--- src/hdl/rrla_pkg.sv ---
package rrla_pkg;

	localparam int FIFO_DEPTH    = 128;
	localparam int LINE_CAPACITY = 64;
	localparam int PTR_W         = $clog2(FIFO_DEPTH);
	localparam int LINE_DEPTH    = LINE_CAPACITY - 1;
	localparam int LIDX_W        = (LINE_DEPTH > 1) ? $clog2(LINE_DEPTH) : 1;
	localparam int LEN_W         = $clog2(LINE_CAPACITY);
	localparam int QDEPTH        = 2;

	localparam logic [7:0] CH_CR = 8'h0D;
	localparam logic [7:0] CH_LF = 8'h0A;

	typedef struct packed {
		logic       func;
		logic [7:0] rx_byte;
	} in_t;

	typedef struct packed {
		logic       line_ready;
		logic       char_valid;
		logic [7:0] char_value;
		logic       last;
	} out_t;

	typedef enum logic {
		CMD_PUSH  = 1'b0,
		CMD_DRAIN = 1'b1
	} cmd_kind_t;

	typedef struct packed {
		cmd_kind_t  kind;
		logic [7:0] data;
	} cmd_t;

	typedef enum logic [2:0] {
		ST_IDLE,
		ST_SCAN,
		ST_CHECK,
		ST_EMIT_RD,
		ST_EMIT_LD,
		ST_SINGLE
	} state_t;

endpackage

--- src/hdl/rrla_front.sv ---
module rrla_front import rrla_pkg::*; (
	input  logic clk,
	input  logic arst_n,
	input  logic item_valid,
	output logic item_ready,
	input  in_t  item,
	output logic cmd_valid,
	output cmd_t cmd,
	input  logic cmd_pop
);

	localparam logic [1:0] CNT_FULL = 2'(QDEPTH);

	cmd_t       q_mem_q [QDEPTH];
	logic       wr_ptr_q;
	logic       rd_ptr_q;
	logic [1:0] cnt_q;
	cmd_t       cmd_in;
	logic       push;
	logic       pop;

	// classify the beat into a command
	always_comb begin
		cmd_in.kind = item.func ? CMD_DRAIN : CMD_PUSH;
		cmd_in.data = item.rx_byte;
	end

	assign item_ready = (cnt_q != CNT_FULL);
	assign push       = item_valid && item_ready;
	assign pop        = cmd_pop && cmd_valid;
	assign cmd_valid  = (cnt_q != 2'd0);
	assign cmd        = q_mem_q[rd_ptr_q];

	always_ff @(posedge clk) begin
		if (push) begin
			q_mem_q[wr_ptr_q] <= cmd_in;
		end
	end

	always_ff @(posedge clk or negedge arst_n) begin
		if (!arst_n) begin
			wr_ptr_q <= 1'b0;
			rd_ptr_q <= 1'b0;
			cnt_q    <= 2'd0;
		end else begin
			if (push) begin
				wr_ptr_q <= ~wr_ptr_q;
			end
			if (pop) begin
				rd_ptr_q <= ~rd_ptr_q;
			end
			case ({push, pop})
				2'b10:   cnt_q <= cnt_q + 2'd1;
				2'b01:   cnt_q <= cnt_q - 2'd1;
				default: cnt_q <= cnt_q;
			endcase
		end
	end

endmodule

--- src/hdl/rrla_back.sv ---
module rrla_back import rrla_pkg::*; (
	input  logic clk,
	input  logic arst_n,
	input  logic cmd_valid,
	input  cmd_t cmd,
	output logic cmd_pop,
	output logic result_valid,
	input  logic result_ready,
	output out_t result
);

	localparam logic [PTR_W-1:0] PTR_LAST = PTR_W'(FIFO_DEPTH - 1);
	localparam logic [PTR_W-1:0] PTR_ONE  = PTR_W'(1);
	localparam logic [LEN_W-1:0] LEN_MAX  = LEN_W'(LINE_DEPTH);
	localparam logic [LEN_W-1:0] LEN_ONE  = LEN_W'(1);

	logic [7:0]       fifo_mem [FIFO_DEPTH];
	logic [7:0]       line_mem [LINE_DEPTH];

	state_t           state_q, state_d;
	logic [PTR_W-1:0] wp_q, rp_q, wp_inc, rp_inc;
	logic [LEN_W-1:0] len_q, idx_q;
	logic [7:0]       fifo_data_q;
	logic [7:0]       line_data_q;
	logic             single_ready_q;
	logic             result_valid_q;
	out_t             result_q;

	logic fifo_empty, can_load, is_cr, is_lf, emit_last;
	logic push_ok, fifo_rd, line_wr, line_drop, line_rd, out_load;

	assign wp_inc     = (wp_q == PTR_LAST) ? '0 : wp_q + PTR_ONE;
	assign rp_inc     = (rp_q == PTR_LAST) ? '0 : rp_q + PTR_ONE;
	assign fifo_empty = (rp_q == wp_q);
	assign can_load   = !result_valid_q || result_ready;
	assign is_cr      = (fifo_data_q == CH_CR);
	assign is_lf      = (fifo_data_q == CH_LF);
	assign emit_last  = ((idx_q + LEN_ONE) == len_q);

	// next state
	always_comb begin
		state_d = state_q;
		case (state_q)
			ST_IDLE: begin
				if (cmd_valid && cmd.kind == CMD_DRAIN) begin
					state_d = ST_SCAN;
				end
			end
			ST_SCAN: begin
				state_d = fifo_empty ? ST_SINGLE : ST_CHECK;
			end
			ST_CHECK: begin
				if (is_lf) begin
					state_d = (len_q == '0) ? ST_SINGLE : ST_EMIT_RD;
				end else begin
					state_d = ST_SCAN;
				end
			end
			ST_EMIT_RD: begin
				state_d = ST_EMIT_LD;
			end
			ST_EMIT_LD: begin
				if (can_load) begin
					state_d = emit_last ? ST_IDLE : ST_EMIT_RD;
				end
			end
			ST_SINGLE: begin
				if (can_load) begin
					state_d = ST_IDLE;
				end
			end
			default: state_d = ST_IDLE;
		endcase
	end

	// control strobes
	always_comb begin
		cmd_pop   = 1'b0;
		push_ok   = 1'b0;
		fifo_rd   = 1'b0;
		line_wr   = 1'b0;
		line_drop = 1'b0;
		line_rd   = 1'b0;
		out_load  = 1'b0;
		case (state_q)
			ST_IDLE: begin
				cmd_pop = cmd_valid;
				push_ok = cmd_valid && cmd.kind == CMD_PUSH && wp_inc != rp_q;
			end
			ST_SCAN: begin
				fifo_rd = !fifo_empty;
			end
			ST_CHECK: begin
				line_wr   = !is_cr && !is_lf && len_q < LEN_MAX;
				line_drop = !is_cr && !is_lf && len_q == LEN_MAX;
			end
			ST_EMIT_RD: begin
				line_rd = 1'b1;
			end
			ST_EMIT_LD, ST_SINGLE: begin
				out_load = can_load;
			end
			default: begin
				cmd_pop = 1'b0;
			end
		endcase
	end

	always_ff @(posedge clk) begin
		if (push_ok) begin
			fifo_mem[wp_q] <= cmd.data;
		end
		if (fifo_rd) begin
			fifo_data_q <= fifo_mem[rp_q];
		end
		if (line_wr) begin
			line_mem[len_q[LIDX_W-1:0]] <= fifo_data_q;
		end
		if (line_rd) begin
			line_data_q <= line_mem[idx_q[LIDX_W-1:0]];
		end
		if (out_load) begin
			if (state_q == ST_EMIT_LD) begin
				result_q.line_ready <= 1'b1;
				result_q.char_valid <= 1'b1;
				result_q.char_value <= line_data_q;
				result_q.last       <= emit_last;
			end else begin
				result_q.line_ready <= single_ready_q;
				result_q.char_valid <= 1'b0;
				result_q.char_value <= 8'h00;
				result_q.last       <= 1'b1;
			end
		end
		if (state_q == ST_SCAN && fifo_empty) begin
			single_ready_q <= 1'b0;
		end else if (state_q == ST_CHECK && is_lf) begin
			single_ready_q <= 1'b1;
		end
	end

	always_ff @(posedge clk or negedge arst_n) begin
		if (!arst_n) begin
			state_q        <= ST_IDLE;
			wp_q           <= '0;
			rp_q           <= '0;
			len_q          <= '0;
			idx_q          <= '0;
			result_valid_q <= 1'b0;
		end else begin
			state_q <= state_d;
			if (push_ok) begin
				wp_q <= wp_inc;
			end
			if (fifo_rd) begin
				rp_q <= rp_inc;
			end
			if (line_wr) begin
				len_q <= len_q + LEN_ONE;
			end else if (line_drop) begin
				len_q <= '0;
			end else if (state_q == ST_CHECK && is_lf) begin
				idx_q <= '0;
			end else if (out_load && state_q == ST_EMIT_LD) begin
				if (emit_last) begin
					len_q <= '0;
				end else begin
					idx_q <= idx_q + LEN_ONE;
				end
			end
			if (out_load) begin
				result_valid_q <= 1'b1;
			end else if (result_ready) begin
				result_valid_q <= 1'b0;
			end
		end
	end

	assign result_valid = result_valid_q;
	assign result       = result_q;

	a_push_nonempty: assert property (@(posedge clk) disable iff (!arst_n)
		push_ok |=> (wp_q != rp_q))
		else $error("fifo empty right after an accepted push");

	a_len_bound: assert property (@(posedge clk) disable iff (!arst_n)
		len_q <= LEN_MAX)
		else $error("line length beyond line store");

	a_emit_index: assert property (@(posedge clk) disable iff (!arst_n)
		(state_q == ST_EMIT_LD) |-> (len_q != '0 && idx_q < len_q))
		else $error("emit index outside the line");

	a_check_after_scan: assert property (@(posedge clk) disable iff (!arst_n)
		(state_q == ST_CHECK) |-> ($past(state_q) == ST_SCAN))
		else $error("byte check without a fifo read");

endmodule

--- src/hdl/rx_ring_buffer_line_assembler.sv ---
// Push beat: enters the command queue, written to the ring by the idle back; 1 per cycle if idle.
// Drain beat: each byte popped from the ring takes a registered ring read, then a classify,
// then each line character emitted takes a registered line store read, then an output load.
// No line feed or an empty line: the single result loads once the output register is free.
// Reset (arst_n low, async): queue, ring pointers, line length, state and output valid clear.
// Ring and line store contents are not cleared; only written entries are read.
module rx_ring_buffer_line_assembler import rrla_pkg::*; (
	input  logic clk,
	input  logic arst_n,
	input  logic item_valid,
	output logic item_ready,
	input  in_t  item,
	output logic result_valid,
	input  logic result_ready,
	output out_t result
);

	// command queue between the front and the back; the back pops one
	// command at a time and only while it is idle
	logic cmd_valid;
	cmd_t cmd;
	logic cmd_pop;

	// front: accept beats, classify push versus drain, hold them in a
	// two-entry queue so the sender sees ready while the back is busy
	rrla_front u_front (
		.clk        (clk),
		.arst_n     (arst_n),
		.item_valid (item_valid),
		.item_ready (item_ready),
		.item       (item),
		.cmd_valid  (cmd_valid),
		.cmd        (cmd),
		.cmd_pop    (cmd_pop)
	);

	// back: owns the byte ring (one slot kept empty, drop when full), the
	// line store and the result register; a drain walks the ring, drops CRs,
	// appends other bytes, clears an overflowing line and emits it on line feed
	rrla_back u_back (
		.clk          (clk),
		.arst_n       (arst_n),
		.cmd_valid    (cmd_valid),
		.cmd          (cmd),
		.cmd_pop      (cmd_pop),
		.result_valid (result_valid),
		.result_ready (result_ready),
		.result       (result)
	);

endmodule
--- config.mk ---
export PLATFORM = sky130hd
export DESIGN_NAME = rx_ring_buffer_line_assembler
export DESIGN_NICKNAME = d
export VERILOG_FILES = /design/src/hdl/rrla_pkg.sv /design/src/hdl/rrla_front.sv /design/src/hdl/rrla_back.sv /design/src/hdl/rx_ring_buffer_line_assembler.sv
export SDC_FILE = /design/constraint.sdc
export NUM_CORES = 2
export LEC_CHECK = 0
export ABC_AREA = 1
export BUFFER_PORTS_ARGS = -buffer_cell sky130_fd_sc_hd__buf_4
export CORE_ASPECT_RATIO = 0.5
export CORE_MARGIN = 4
export CORE_UTILIZATION = 55
export DETAILED_ROUTE_END_ITERATION = 10
export PLACE_DENSITY = 0.71
export SKIP_CTS_REPAIR_TIMING = 1
export SLEW_MARGIN = 0
export SYNTH_ARGS = -nofsm -noshare
export SYNTH_HDL_FRONTEND = slang
export SYNTH_SLANG_ARGS = --single-unit
--- constraint.sdc ---
create_clock -name clk -period 3.7 [get_ports clk]
set_input_delay 0.74 -clock clk [delete_from_list [all_inputs] [get_ports clk]]
set_output_delay 0.74 -clock clk [all_outputs]
set_load 0.05 [all_outputs]
# [Word-level counts from Yosys, hierarchy flattened]
# Memories as Yosys holds them, arrays and structs flattened. A register that Yosys moved wholly into a read port is not among the register bits.
# Cells that the tools add are included.
[totals] ff_bits=46 ramBits=1546 input_bits=13 out_inout_bits=13 wordCells=114 mem_count=3
[op_classes] n_addsub=6 magnitude_cmp=1 n_eq_ne=21 n_mux=36 n_bitwise=5 n_reduce_logical=28
[memory_table] name="u_back.fifo_mem" depth=128 word_bits=8 rd=1 rd_ports_with_merged_regs=1 wr=1 line="rrla_back.sv:17" text="logic [7:0] fifo_mem [FIFO_DEPTH];"
[memory_table] name="u_back.line_mem" depth=63 word_bits=8 rd=1 rd_ports_with_merged_regs=1 wr=1 line="rrla_back.sv:18" text="logic [7:0] line_mem [LINE_DEPTH];"
[memory_table] name="u_front.q_mem_q" depth=2 word_bits=9 rd=1 rd_ports_with_merged_regs=0 wr=1 line="rrla_front.sv:14" text="cmd_t q_mem_q [QDEPTH];"
[op_table] op="2-to-1 mux 6 bit" count=8
[op_table] op="2-to-1 mux 3 bit" count=6
[op_table] op="case mux 3 bit (6 select lines)" count=1
[op_table] op="== test 8 x 4 -> 1 bit (second input constant)" count=2
[op_table] op="2-to-1 mux 1 bit" count=16
[op_table] op="adder 7 x 1 -> 7 bit (second input constant)" count=2
[op_table] op="== test 7 bit (second input constant)" count=2
[op_table] op="2-to-1 mux 7 bit" count=2
[op_table] op="adder 6 x 1 -> 6 bit (second input constant)" count=2
[op_table] op="logical AND 1 bit" count=11
[op_table] op="2-to-1 mux 10 bit" count=1
[op_table] op="nonzero test 2 bit" count=4
[op_table] op="== test 7 bit" count=1
[op_table] op="inequality test 7 bit" count=1
[op_table] op="== test 3 x 2 -> 1 bit (second input constant)" count=2
[op_table] op="== test 3 bit (second input constant)" count=2
[op_table] op="== test 6 bit" count=1
[op_table] op="== test 6 bit (second input constant)" count=1
[op_table] op="zero test 6 bit" count=1
[op_table] op="less-than comparator 6 bit (second input constant)" count=1
[op_table] op="inequality test 2 x 1 -> 1 bit (second input constant)" count=3
[op_table] op="AND reduction 3 bit" count=2
[op_table] op="nonzero test 3 bit" count=2
[op_table] op="NOT 1 bit" count=5
[op_table] op="14 further kinds" count=18

# [Depth between registers and ports, before layout]
[depth] word_depth=8 ltp_mapped=18 depth_no_buf=15

# [Modules after synthesis]
# Synthesis repeated with hierarchy kept, for this count alone.
[unflattened] cells_unflattened=5905 hier_area_um2=66640.2
[by_module_without_submodules] mod="rrla_back" instances=1 cells_each=5829 area_each_um2=65750.6 seq_area_each_um2=47465.5
[by_module_without_submodules] mod="rrla_front" instances=1 cells_each=76 area_each_um2=889.6 seq_area_each_um2=640.6

# [Worst setup path after synthesis]
# OpenSTA, ideal clock, no wires.
[synth_path] kind="register to register" from="reg u_back.fifo_data_q[2] (read register of u_back.fifo_mem)" to="mem u_back.line_mem[10][0], enable pin" setup_time_ps=371 arrival_ps=2767 required_ps=3329 path_slack_ps=562 path_stages_with_launch=10 path_buffers=1 synth_period_minus_slack_ps=3138 cell_sequence="edfxtp_1 inv_1 nand4_1 nor2_1 nor2_1 o41ai_2 nor2_1 buf_2 nand4_1 nor2_1"
[synth_between] elab_chain_len=7 word_cells_on_any_way=9 cone_classes="eq/ne (2); mux (3); reduce/logical (4)"
[synth_rtl] element="from (decl)" line="rrla_back.sv:23" text="logic [7:0] fifo_data_q;"
[synth_rtl] element="== test 8 x 4 -> 1 bit (on tied branches)" line="rrla_back.sv:36, rrla_back.sv:37"
[synth_rtl] element="zero test 1 bit" line="rrla_back.sv:94" text="line_wr = !is_cr && !is_lf && len_q < LEN_MAX;"
[synth_rtl] element="logical AND 1 bit (*) (2 in a row)" line="rrla_back.sv:94"
[synth_rtl] element="2-to-1 mux 1 bit (*)" line="rrla_back.sv:85" text="case (state_q)"
[synth_rtl] element="2-to-1 mux 1 bit (*)" line="rrla_back.sv:116" text="if (line_wr) begin"
[synth_rtl] element="2-to-1 mux 1 bit (not written as such) (*)" line="rrla_back.sv:117" text="line_mem[len_q[LIDX_W-1:0]] <= fifo_data_q;"
[synth_rtl] element="to (decl)" line="rrla_back.sv:18"
# Mark *: on every way between the ends. The rest lies on a longest branch, timed or not.

# [Worst setup path after layout]
[layout_path] from="reg u_back.wp_q[0]" to="mem u_back.fifo_mem[78][5], enable pin"
[layout_between] elab_chain_len=7 word_cells_on_any_way=8 cone_classes="add/sub (1); eq/ne (2); mux (4); reduce/logical (1)"
[layout_rtl] element="from (decl)" line="rrla_back.sv:21" text="logic [PTR_W-1:0] wp_q, rp_q, wp_inc, rp_inc;"
[layout_rtl] element="from (signal assigned)" line="rrla_back.sv:153" text="wp_q <= wp_inc;"
[layout_rtl] element="adder 7 x 1 -> 7 bit or == test 7 bit (tied branches)" line="rrla_back.sv:32" text="assign wp_inc = (wp_q == PTR_LAST) ? '0 : wp_q + PTR_ONE;"
[layout_rtl] element="2-to-1 mux 7 bit" line="rrla_back.sv:32"
[layout_rtl] element="inequality test 7 bit" line="rrla_back.sv:88" text="push_ok = cmd_valid && cmd.kind == CMD_PUSH && wp_inc != rp_q;"
[layout_rtl] element="logical AND 1 bit" line="rrla_back.sv:88"
[layout_rtl] element="2-to-1 mux 1 bit" line="rrla_back.sv:85"
[layout_rtl] element="2-to-1 mux 1 bit" line="rrla_back.sv:110" text="if (push_ok) begin"
[layout_rtl] element="2-to-1 mux 1 bit (not written as such)" line="rrla_back.sv:111" text="fifo_mem[wp_q] <= cmd.data;"
[layout_rtl] element="to (decl)" line="rrla_back.sv:17"
# Several ways; a longest one is shown, not always the timed one.

==> flow_summary.toml <==
[critical_path]
cpMaxStageDelayCell = "nor2_1"
crit_chain = "ha_1, inv_1, nor2_1, nand2_2, nand2_1, nand2_1, nand2_1, inv_1, nand2_1, nor2_1, nand2_2, nand3_1, buf_12, nor2_1"
worstPathRequired_ps = 4080
critPathTopFamily = "simple AND/OR/NAND/NOR gates"
cpPeakStageDelay_ps = 540
cp_common_cell = "nand2_1"
r2r_cells = 14
end_kind = "register"
timing_worst_setup_path_type = "register to register"
path_buf_inv = 3
path_max_fanout = 13
crit_arrival_ps = 3490
critPathLaunchType = "register"
r2r-end = "u_back.fifo_mem[78][5]$_DFFE_PP_"
r2r-start = "u_back.wp_q[0]$_DFFE_PN0P_"
rrSetupSlack_ps = 590

[final_layout]
num-fill-cells = 8994
layout_common_cells = "edfxtp_1 (1573), nor2_1 (1173), nand2_1 (1029)"
drive_above_1_share_pct = 6.99
area_delta_synth_final_pct = 10.4
final_common_cell = "edfxtp_1"
post-route-util_pct = 61.3
nets = 5621

[power]
swShare_pct = 37.4
pwr-share-comb_pct = 33.2
switchingPower_uw = 21400
vdd_drop_max_uv = 1420
clkPwrFrac_pct = 25.4
p_int_uw = 35800
p_leak_uw = 0.0250
pwr-share-seq_pct = 41.4
pwr_density_cell_nw_per_um2 = 790

[sta]
fin_crit_sh_pct = 84.1
fin_skew_ps = 26.8
fin_crit_ps = 3110
slew_viol_final = 0
rsz0062_at_grt = "false"
setup_viol = 0
finalSetupTns_ps = 0
worst_pin_slew_ps = 1070
slew_headroom_pct = 28.6
fmax_ghz = 0.321
hold_viol = 0

[synth]
ys.flop_type = "edfxtp_1"
seq_area_frac_synth_pct = 73.3
yosysWarnings = 0
synth_edf_count = 1573
ys_types = 34
syn-num-nets = 5647
async_flop_share_pct = 2.11
synth_cells = 5628
ys_ff_latch = 1608
synth_area_per_cell_um2 = 11.7
synth_area_um2 = 65600

[detailed_routing]
wl_mm = 166
vias_per_cell = 6.00
via_count = 43800
drt-pass1-iter-count = 6
post-route-drc-count = 0
wl_per_cell_um = 22.7
antenna_left = 0
drt_iter0_markers = 5965

[global_route]
top_usage_layer = "met2"
use_met1_pct = 36.5
use_met3_pct = 5.06
first_global_vias = 42300
grt-ovfl-total = 0
antenna_found_initial = 1
grt_first_pass_wirelength_mm = 249
use_met2_pct = 40.9
track_usage_pct = 26.2
grt_max_degree = 187

[floorplanning]
fp.dieArea_um2 = 125000
start_util_pct = 55.5
fp.dieH_um = 252
ioPinCount = 26
coreArea_um2 = 118000
fp-row-count = 89
die_x_um = 496

[status]
status = "completed"

[cts]
h-tree-depth = 4
root_buffer = "clkbuf_16"
cts_sinks = 1608
clkTransAtPathRegs_ps = 70
clock_latency_ps = 770
cts_tree = "done"
cts_made_buffers = 137
clock_path_buffers = 3

[hold_path]
holdPathStages = 1
min_from = "item[2]"
hold_class = "input port to register"
holdPathEnd = "u_front.q_mem_q[1][2]$_DFFE_PP_"

[placement]
hpwlAfterDp_mm = 95.4
io_buffers = 25
gp_congestion = 0.955

[run]
maxCapViolCount = 0
## synthesized netlist by cell type (21+ instances only)
cell type  number  area (um^2)
a21oi_1        83          415
buf_1          36          135
buf_2          59          295
clkbuf_1      242          908
dfrtp_1        34          851
edfxtp_1     1573        47200
inv_1         111          417
nand2_1      1037         3890
nand3_1       368         1840
nor2_1       1174         4410
o211ai_1       97          728
o21ai_0       663         3320
o221ai_1       40          350
o22ai_1        21          131
## power by group through the flow
| stage | clock network, uW | logic [uW] | registers [uW] |
|---|---|---|---|
| 2_1_floorplan | 0 | 11000 | 24500 |
| 3_3_place_gp | 0 | 18300 | 24100 |
| 3_5_place_dp | 0 | 18600 | 24100 |
| 4_1_cts | 14700 | 18700 | 23700 |
| 5_1_grt | 15500 | 20600 | 23700 |
| 6_report | 14500 | 19000 | 23700 |
## worst max path at each step
stage                               startpoint                                to  slack, ps  depth (start not counted)
4_1_cts             u_back.wp_q[0]$_DFFE_PN0P_  u_back.fifo_mem[78][3]$_DFFE_PP_        660                         14
5_1_grt             u_back.wp_q[0]$_DFFE_PN0P_   u_back.fifo_mem[5][2]$_DFFE_PP_        340                         14
3_5_place_dp        u_back.wp_q[0]$_DFFE_PN0P_   u_back.fifo_mem[5][7]$_DFFE_PP_        690                         14
3_3_place_gp        u_back.wp_q[0]$_DFFE_PN0P_  u_back.fifo_mem[80][2]$_DFFE_PP_        660                         14
2_1_floorplan  u_back.fifo_data_q[2]$_DFFE_PP_  u_back.line_mem[10][0]$_DFFE_PP_        560                          9
6_report            u_back.wp_q[0]$_DFFE_PN0P_  u_back.fifo_mem[78][5]$_DFFE_PP_        590                         14
## cell type report
type	instances	area (um^2)	area share [%]
Clock inverter	71	749	1.03
Tap cell	1592	1990	2.75
Multi-Input combinational cell	3557	15700	21.7
Clock buffer	176	3700	5.11
Timing Repair Buffer	177	1660	2.29
Antenna cell	1	2.50	0.00345
Sequential cell	1608	48100	66.4
Inverter	121	472	0.651
## routing by layer
| metal | vias to the layer above | share of wire (%) |
|---|---|---|
| met5 | - | 0 |
| met4 | 0 | 3.9 |
| met3 | 422 | 9.8 |
| met2 | 2412 | 46 |
| met1 | 21200 | 40 |
| li1 | 19700 | - |
## cells by family (layout without fill, tap and decap cells)
family / after synthesis / count (layout) / share of synthesized area (%)
DFF: 1608 / 1608 / 73.3
adders and majority gates: 6 / 6 / 0.114
xor gates and xnor gates: 23 / 23 / 0.307
and+or+nand+nor: 2612 / 2612 / 15.8
buffers and inverters: 463 / 545 / 2.79
AOI/OAI and AO/OA: 916 / 916 / 7.68
other: 0 / 1 / 0
## metrics by stage
step,instance area (um^2),worst slack [ps],hold slack [ps],power (uW),std cells
2_1_floorplan,65600,562,428,35600,5628
3_3_place_gp,68000,660,505,42400,7054
3_5_place_dp,68000,688,506,42700,7054
4_1_cts,72400,656,-101,57100,7301
5_1_grt,72400,343,133,59800,7302
6_report,72400,588,164,57200,7303
## sequential cells by signal (all words and copies together) (netlist names), 7 cells and up
| register | count |
|---|---|
| u_back.wp_q | 7 |
| u_back.line_mem | 504 |
| u_back.fifo_mem | 1024 |
| u_back.rp_q | 7 |
| u_back.line_data_q | 8 |
| u_front.q_mem_q | 18 |
| u_back.result | 11 |
| u_back.fifo_data_q | 8 |
No activity file was read; power rests on OpenSTA's default activity.
